==> src/utf8_stream_decoder_macros.svh <==
// Assertion macros shared by the UTF-8 stream decoder modules.
// No dependencies; included by each module that carries assertions.
`ifndef UTF8_STREAM_DECODER_MACROS_SVH
`define UTF8_STREAM_DECODER_MACROS_SVH

`ifndef ASSERT_OFF

// Implication within the same cycle, disabled during reset.
`define USD_ASSERT_IMPL(label, clk, rst_n, ante, cons, msg) \
    label: assert property (@(posedge clk) disable iff (!rst_n) (ante) |-> (cons)) \
        else $error(msg);

// Implication into the following cycle, disabled during reset.
`define USD_ASSERT_NEXT(label, clk, rst_n, ante, cons, msg) \
    label: assert property (@(posedge clk) disable iff (!rst_n) (ante) |=> (cons)) \
        else $error(msg);

`else

`define USD_ASSERT_IMPL(label, clk, rst_n, ante, cons, msg)
`define USD_ASSERT_NEXT(label, clk, rst_n, ante, cons, msg)

`endif

`endif

==> src/usd_pkg.sv <==
// Shared types, constants and helper functions of the UTF-8 stream decoder.
// No dependencies; imported by every module of the block.
package usd_pkg;

    localparam int CNT_W = 3;
    localparam int CP_W = 31;
    localparam int BYTE_W = 8;
    localparam int VALUE_BITS = 6;
    localparam int DEFAULT_MAX_SEQUENCE_BYTES = 6;

    localparam logic [CP_W-1:0] REPLACEMENT = 31'h3F;
    localparam logic [BYTE_W-1:0] CONT_MASK = 8'hC0;
    localparam logic [BYTE_W-1:0] CONT_TAG = 8'h80;
    localparam logic [BYTE_W-1:0] LEAD_VALUE_MASK = 8'h7F;

    // Everything one input byte produces: a number of replacements for the
    // closed sequence, then at most one further result.
    typedef struct packed {
        logic [CNT_W-1:0] flush_n;
        logic             tail_valid;
        logic [CP_W-1:0]  tail_cp;
        logic [CNT_W-1:0] tail_count;
        logic             tail_err;
    } run_desc_t;

    function automatic logic [3:0] leading_ones(input logic [BYTE_W-1:0] b);
        logic [3:0] k;
        logic       stop;
        k = 4'd0;
        stop = 1'b0;
        for (int i = BYTE_W - 1; i >= 0; i--)
        begin
            if (!stop && b[i])
            begin
                k = k + 4'd1;
            end
            else
            begin
                stop = 1'b1;
            end
        end
        return k;
    endfunction

endpackage

==> src/utf8_stream_decoder.sv <==
// Top level of the UTF-8 stream decoder: input register and block wiring.
// Depends on usd_pkg, usd_decode and usd_emit.

// UTF-8 stream decoder. Bytes of a text arrive on the byte channel, with
// end_of_text set on the final byte; decoded code points leave on the cp
// channel, one result per beat. Plain text, where each byte yields one result
// or none, runs at one byte per clock while the receiver does not stall; a
// byte that yields n results (replacements for a broken or unfinished
// sequence, then its own result) holds the single result port until all n
// are sent, up to six, while the next byte waits in the input register. A
// byte passes the input register and is held in the result registers before
// its first result is offered. Malformed input gives '?' (0x3F) with
// is_error set, one per byte involved; last_of_run marks the final result
// caused by a byte. Overlong and surrogate forms are passed through undetected.
module utf8_stream_decoder #(
    parameter int MAX_SEQUENCE_BYTES = usd_pkg::DEFAULT_MAX_SEQUENCE_BYTES
) (
    input  logic                        clk,
    input  logic                        rst_n,
    input  logic                        byte_valid,
    output logic                        byte_stall,
    input  logic [usd_pkg::BYTE_W-1:0]  data_byte,
    input  logic                        end_of_text,
    output logic                        cp_valid,
    input  logic                        cp_stall,
    output logic [usd_pkg::CP_W-1:0]    code_point,
    output logic [usd_pkg::CNT_W-1:0]   byte_count,
    output logic                        is_error,
    output logic                        last_of_run
);
    import usd_pkg::*;

    logic              in_valid_reg;
    logic [BYTE_W-1:0] byte_reg;
    logic              eot_reg;

    run_desc_t desc;
    logic      desc_empty;
    logic      run_free;
    logic      advance;
    logic      byte_fire;

    // A byte with no results only updates the sequence state, so it may
    // advance even while a run is still going out.
    assign desc_empty = (desc.flush_n == '0) && !desc.tail_valid;
    assign advance = in_valid_reg && (run_free || desc_empty);
    assign byte_stall = in_valid_reg && !advance;
    assign byte_fire = byte_valid && !byte_stall;

    always_ff @(posedge clk or negedge rst_n)
    begin
        if (!rst_n)
        begin
            in_valid_reg <= 1'b0;
        end
        else if (byte_fire)
        begin
            in_valid_reg <= 1'b1;
        end
        else if (advance)
        begin
            in_valid_reg <= 1'b0;
        end
    end

    always_ff @(posedge clk)
    begin
        if (byte_fire)
        begin
            byte_reg <= data_byte;
            eot_reg <= end_of_text;
        end
    end

    usd_decode #(
        .MAX_SEQUENCE_BYTES(MAX_SEQUENCE_BYTES)
    ) u_decode (
        .clk(clk),
        .rst_n(rst_n),
        .advance(advance),
        .data_byte(byte_reg),
        .end_of_text(eot_reg),
        .desc(desc)
    );

    usd_emit u_emit (
        .clk(clk),
        .rst_n(rst_n),
        .load(advance && !desc_empty),
        .desc(desc),
        .run_free(run_free),
        .cp_valid(cp_valid),
        .cp_stall(cp_stall),
        .code_point(code_point),
        .byte_count(byte_count),
        .is_error(is_error),
        .last_of_run(last_of_run)
    );

endmodule

==> src/usd_decode.sv <==
// Sequence state and per-byte decode logic of the UTF-8 stream decoder.
// Depends on usd_pkg and utf8_stream_decoder_macros.svh.
`include "utf8_stream_decoder_macros.svh"

module usd_decode #(
    parameter int MAX_SEQUENCE_BYTES = usd_pkg::DEFAULT_MAX_SEQUENCE_BYTES
) (
    input  logic                        clk,
    input  logic                        rst_n,
    input  logic                        advance,
    input  logic [usd_pkg::BYTE_W-1:0]  data_byte,
    input  logic                        end_of_text,
    output usd_pkg::run_desc_t          desc
);
    import usd_pkg::*;

    logic [CNT_W-1:0] exp_len_reg, exp_len_next;
    logic [CNT_W-1:0] taken_reg, taken_next;
    logic [CP_W-1:0]  acc_reg, acc_next;

    logic             seq_open;
    logic             is_cont;
    logic [CNT_W-1:0] taken_inc;
    logic [CP_W-1:0]  acc_ext;
    logic [3:0]       ones;

    assign seq_open = (exp_len_reg != '0);
    assign is_cont = ((data_byte & CONT_MASK) == CONT_TAG);
    assign taken_inc = taken_reg + CNT_W'(1);
    assign acc_ext = {acc_reg[CP_W-VALUE_BITS-1:0], data_byte[VALUE_BITS-1:0]};
    assign ones = leading_ones(data_byte);

    always_comb
    begin
        logic fresh;
        fresh = 1'b1;
        exp_len_next = exp_len_reg;
        taken_next = taken_reg;
        acc_next = acc_reg;
        desc.flush_n = '0;
        desc.tail_valid = 1'b0;
        desc.tail_cp = REPLACEMENT;
        desc.tail_count = CNT_W'(1);
        desc.tail_err = 1'b1;

        if (seq_open)
        begin
            if (is_cont)
            begin
                fresh = 1'b0;
                if (taken_inc >= exp_len_reg)
                begin
                    desc.tail_valid = 1'b1;
                    desc.tail_cp = acc_ext;
                    desc.tail_count = exp_len_reg;
                    desc.tail_err = 1'b0;
                    exp_len_next = '0;
                    taken_next = '0;
                    acc_next = '0;
                end
                else if (end_of_text)
                begin
                    desc.flush_n = taken_inc;
                    exp_len_next = '0;
                    taken_next = '0;
                    acc_next = '0;
                end
                else
                begin
                    taken_next = taken_inc;
                    acc_next = acc_ext;
                end
            end
            else
            begin
                // The breaking byte closes the sequence and is decoded anew.
                desc.flush_n = taken_reg;
                exp_len_next = '0;
                taken_next = '0;
                acc_next = '0;
            end
        end

        if (fresh)
        begin
            if (ones == 4'd0)
            begin
                desc.tail_valid = 1'b1;
                desc.tail_cp = CP_W'(data_byte);
                desc.tail_count = CNT_W'(1);
                desc.tail_err = 1'b0;
            end
            else if (ones >= 4'd2 && ones <= 4'(MAX_SEQUENCE_BYTES))
            begin
                if (end_of_text)
                begin
                    desc.tail_valid = 1'b1;
                end
                else
                begin
                    exp_len_next = CNT_W'(ones);
                    taken_next = CNT_W'(1);
                    acc_next = CP_W'(data_byte & (LEAD_VALUE_MASK >> ones));
                end
            end
            else
            begin
                desc.tail_valid = 1'b1;
            end
        end
    end

    always_ff @(posedge clk or negedge rst_n)
    begin
        if (!rst_n)
        begin
            exp_len_reg <= '0;
            taken_reg <= '0;
            acc_reg <= '0;
        end
        else if (advance)
        begin
            exp_len_reg <= exp_len_next;
            taken_reg <= taken_next;
            acc_reg <= acc_next;
        end
    end

    `USD_ASSERT_IMPL(a_open_taken_range, clk, rst_n, exp_len_reg != '0, taken_reg != '0 && taken_reg < exp_len_reg, "open sequence has a bad byte count")
    `USD_ASSERT_IMPL(a_closed_clean, clk, rst_n, exp_len_reg == '0, taken_reg == '0 && acc_reg == '0, "closed sequence left state behind")
    `USD_ASSERT_NEXT(a_cont_keeps_len, clk, rst_n, advance && seq_open && is_cont && !end_of_text && taken_inc < exp_len_reg, exp_len_reg == $past(exp_len_reg) && taken_reg == $past(taken_inc), "continuation did not extend the open sequence")

endmodule

==> src/usd_emit.sv <==
// Result sequencer: holds one byte's results and sends them one beat at a time.
// Depends on usd_pkg and utf8_stream_decoder_macros.svh.
`include "utf8_stream_decoder_macros.svh"

module usd_emit (
    input  logic                        clk,
    input  logic                        rst_n,
    input  logic                        load,
    input  usd_pkg::run_desc_t          desc,
    output logic                        run_free,
    output logic                        cp_valid,
    input  logic                        cp_stall,
    output logic [usd_pkg::CP_W-1:0]    code_point,
    output logic [usd_pkg::CNT_W-1:0]   byte_count,
    output logic                        is_error,
    output logic                        last_of_run
);
    import usd_pkg::*;

    logic             run_valid_reg;
    logic [CNT_W-1:0] flush_reg;
    logic             tail_valid_reg;
    logic [CP_W-1:0]  tail_cp_reg;
    logic [CNT_W-1:0] tail_count_reg;
    logic             tail_err_reg;

    logic last_beat;
    logic out_fire;
    logic take;

    // Replacements for the closed sequence go out first, then the tail result.
    assign last_beat = (flush_reg == '0) || (flush_reg == CNT_W'(1) && !tail_valid_reg);
    assign out_fire = run_valid_reg && !cp_stall;
    assign run_free = !run_valid_reg || (out_fire && last_beat);
    assign take = load && run_free;

    assign cp_valid = run_valid_reg;
    assign code_point = (flush_reg != '0) ? REPLACEMENT : tail_cp_reg;
    assign byte_count = (flush_reg != '0) ? CNT_W'(1) : tail_count_reg;
    assign is_error = (flush_reg != '0) || tail_err_reg;
    assign last_of_run = last_beat;

    always_ff @(posedge clk or negedge rst_n)
    begin
        if (!rst_n)
        begin
            run_valid_reg <= 1'b0;
            flush_reg <= '0;
            tail_valid_reg <= 1'b0;
        end
        else if (take)
        begin
            run_valid_reg <= 1'b1;
            flush_reg <= desc.flush_n;
            tail_valid_reg <= desc.tail_valid;
        end
        else if (out_fire)
        begin
            if (last_beat)
            begin
                run_valid_reg <= 1'b0;
            end
            if (flush_reg != '0)
            begin
                flush_reg <= flush_reg - CNT_W'(1);
            end
        end
    end

    always_ff @(posedge clk)
    begin
        if (take)
        begin
            tail_cp_reg <= desc.tail_cp;
            tail_count_reg <= desc.tail_count;
            tail_err_reg <= desc.tail_err;
        end
    end

    `USD_ASSERT_IMPL(a_run_not_empty, clk, rst_n, run_valid_reg, flush_reg != '0 || tail_valid_reg, "held run has no results")
    `USD_ASSERT_NEXT(a_run_continues, clk, rst_n, out_fire && !last_beat, run_valid_reg && flush_reg == $past(flush_reg) - CNT_W'(1), "run lost a beat")
    `USD_ASSERT_NEXT(a_stall_holds_run, clk, rst_n, run_valid_reg && cp_stall, run_valid_reg && flush_reg == $past(flush_reg), "stalled run changed")

endmodule

==> config.mk <==
export PLATFORM = sky130hd
export DESIGN_NAME = utf8_stream_decoder
export DESIGN_NICKNAME = d
export VERILOG_FILES = /design/src/usd_pkg.sv /design/src/utf8_stream_decoder.sv /design/src/usd_decode.sv /design/src/usd_emit.sv
export VERILOG_INCLUDE_DIRS = /design/src /design/src/src
export SDC_FILE = /design/constraint.sdc
export NUM_CORES = 1
export LEC_CHECK = 0
export BUFFER_PORTS_ARGS = -buffer_cell sky130_fd_sc_hd__buf_2
export CORE_AREA = 2 2 88 90
export CTS_CLUSTER_DIAMETER = 60
export DETAILED_ROUTE_END_ITERATION = 8
export DIE_AREA = 0 0 90 92
export PLACE_DENSITY_LB_ADDON = 0.12
export SLEW_MARGIN = 20
export SYNTH_ARGS = -nofsm -noshare
export SYNTH_HDL_FRONTEND = slang
export SYNTH_HIERARCHICAL = 1
export SYNTH_SLANG_ARGS = --single-unit
==> constraint.sdc <==
create_clock -name clk -period 18.1 [get_ports clk]
set_input_delay 1.81 -clock clk [delete_from_list [all_inputs] [get_ports clk]]
set_output_delay 1.81 -clock clk [all_outputs]
set_load 0.02 [all_outputs]
==> impl_metrics.ini <==
[outcome]
status = finished clean

[critical_path]
slowest_stage = a2111oi_4
crit_fanout = 10
startpoint_type = flip-flop
reg2reg_slack_ps = 10030
arrival_ps = 7040
reg2reg_to = u_decode/taken_reg[2]
crit_top_cell = ha_1
slowest_delay_ps = 620
r2r_cells = 30
crit_required_ps = 16290
crit_type = flip-flop to primary output
reg2reg_from = byte_reg[6]
end_kind = primary output

[hold_path]
worstHoldStart = u_decode/acc_reg[21]
hold_end = u_decode/acc_reg[21]
hold_path_depth = 1
worstHoldPathType = flip-flop to flip-flop

[timing]
rsz0062_at_grt = false
finalSetupViolations = 0
maxSlewViolCount = 0
relSlewSlack_pct = 38.2
tns_ps = 0
max_clock_freq_ghz = 0.113
tightest_slew_ps = 926
finClkSkew_ps = 8.21
hold_viol = 0
min_period_over_period_pct = 48.9
period_needed_ps = 8850

[synthesis]
yosysWarnings = 6
synth_area_um2 = 4280
yosysSeqAreaShare_pct = 52.5
synthCells = 371
ys_types = 62
async_reset_ff_share_pct = 45.7
synth_ff_type = edfxtp_1
synth_edf_count = 44
syn_nets = 397
syn_area_per_cell_um2 = 11.5
ys_ff_latch = 81

[global_routing]
antenna_found_initial = 0
grt_pass1_vias = 2917
grt_overflow_total = 0
grt_first_pass_wirelength_um = 14200
grt_max_degree = 40
grt_use_total_pct = 21.9

[power]
p_per_area_nw_per_um2 = 133
p_leak_uw = 0.00202
peakVddDrop_mv = 0.0753

[clocking]
cts_tree = done
cts.sinks = 81
cts_resized = 0
htree_levels = 3
numCtsBuffers = 9
holdBufCountCts = 0
post_cts_buffers = 0
insertion_delay_ps = 340
root_buffer = clkbuf_8
clkSlewWorstSetupHoldPaths_ps = 90
cts.path.max_buffers = 2

[layout]
multiInputGateArea_um2 = 1860
syn_to_final_growth_pct = 11.0
final_common_cell = and2_1
drive_gt1_share_pct = 22.4
seq_area_um2 = 2250
fillers = 612
final_cell_mix = and2_1, buf_2, edfxtp_1
post-route-cell-area_um2 = 4750
diodes = 0
fin_nets = 441
largest_register_ff_count = 31

[route]
drt_iter0_drc = 182
first_pass_iters = 4
vias = 2962
drc = 0
routed_wl_um = 8460
viasPerCell = 5.67
antenna_left = 0
wl_per_cell_um = 16.2

[floorplan]
core-area_um2 = 7450
initial_utilization_pct = 57.5
chipWidth_um = 90
dieArea_um2 = 8280
fp.dieH_um = 92
design.portCount = 51
rows = 32

[place]
gp_congestion = 0.862
place_area_um2 = 4570
dp_hpwl_um = 5940
io_buffers = 50

[job]
max_cap_viol_count = 0
[critical path: cells and delay by family (launching register included)]
kind                       cells  cell delay (ps)
muxes                          4              870
DFF                            1              420
and+or+nand+nor                6             1350
buffers and inverters          3              380
adders and majority gates      6             1710
AOI/OAI and AO/OA              7             1670
xor gates and xnor gates       2              290
[per-layer routing]
layer	vias up	GRT usage [%]	share of wire (%)
li1	1430	-	-
met1	1417	29.3	46
met2	89	34.9	46
met3	26	3.70	4.7
met4	0	11.0	3.2
met5	-	0	0
[cells in the mapped netlist, types with 4 or more instances]
master,instances,area [µm²]
nand2_1,16,60.1
inv_1,17,63.8
nor2b_1,4,25.0
mux2i_1,4,40.0
a22o_1,27,236
and2_1,54,338
or2_2,4,25.0
dfrtp_1,37,926
ha_1,13,163
nor2_1,18,67.6
nand2b_1,15,93.8
clkbuf_1,8,30.0
a21oi_1,10,50.1
nor3_1,5,25.0
buf_2,5,25.0
o21ai_0,11,55.1
edfxtp_1,44,1320
nand3_1,4,20.0
[power by group]
| part | internal [µW] | leakage (µW) | switching (µW) |
|---|---|---|---|
| clock network | 54.4 | 0.0000899 | 66.9 |
| registers | 231 | 0.000899 | 29.6 |
| logic | 95.4 | 0.00103 | 156 |
[area by class of cell]
type	count	share of cell area, %
sequential	81	47.3
multi-input combinational	253	39.2
timing repair buffer	52	5.58
clock buffer	11	2.98
tap	102	2.69
inverter	18	1.42
clock inverter	5	0.816
[kinds of logic (layout without fill, tap and decap cells)]
kind of cell / Yosys count / after routing / share of synthesized area (%)
muxes: 10 / 10 / 2.78
adders and majority gates: 13 / 13 / 3.80
xor gates and xnor gates: 5 / 5 / 1.37
buffers and inverters: 37 / 86 / 4.18
DFF: 81 / 81 / 52.5
AOI/OAI and AO/OA: 87 / 87 / 16.5
and+or+nand+nor: 138 / 138 / 18.9
[worst max path at each step]
stage / slack, ps / end / start / cells after the start
after floorplan: 10300 / byte_stall / byte_reg[7] / 28
after global placement: 9980 / byte_stall / byte_reg[6] / 28
after detailed placement: 9720 / byte_stall / byte_reg[6] / 28
after CTS: 9310 / byte_stall / byte_reg[6] / 28
after global routing: 8830 / byte_stall / byte_reg[6] / 28
final: 9250 / byte_stall / byte_reg[6] / 28
[metrics by stage]
stage / power [µW] / worst slack (ps) / hold slack, ps / utilization [%] / instances
6_report: 634 / 9250 / 505 / 63.8 / 522
5_1_grt: 676 / 8830 / 528 / 63.8 / 522
4_1_cts: 636 / 9310 / 508 / 63.7 / 522
3_5_place_dp: 515 / 9720 / 486 / 61.3 / 506
3_3_place_gp: 509 / 9980 / 479 / 61.3 / 506
2_1_floorplan: 450 / 10300 / 464 / - / 371
(Power assumes the default switching activity.)
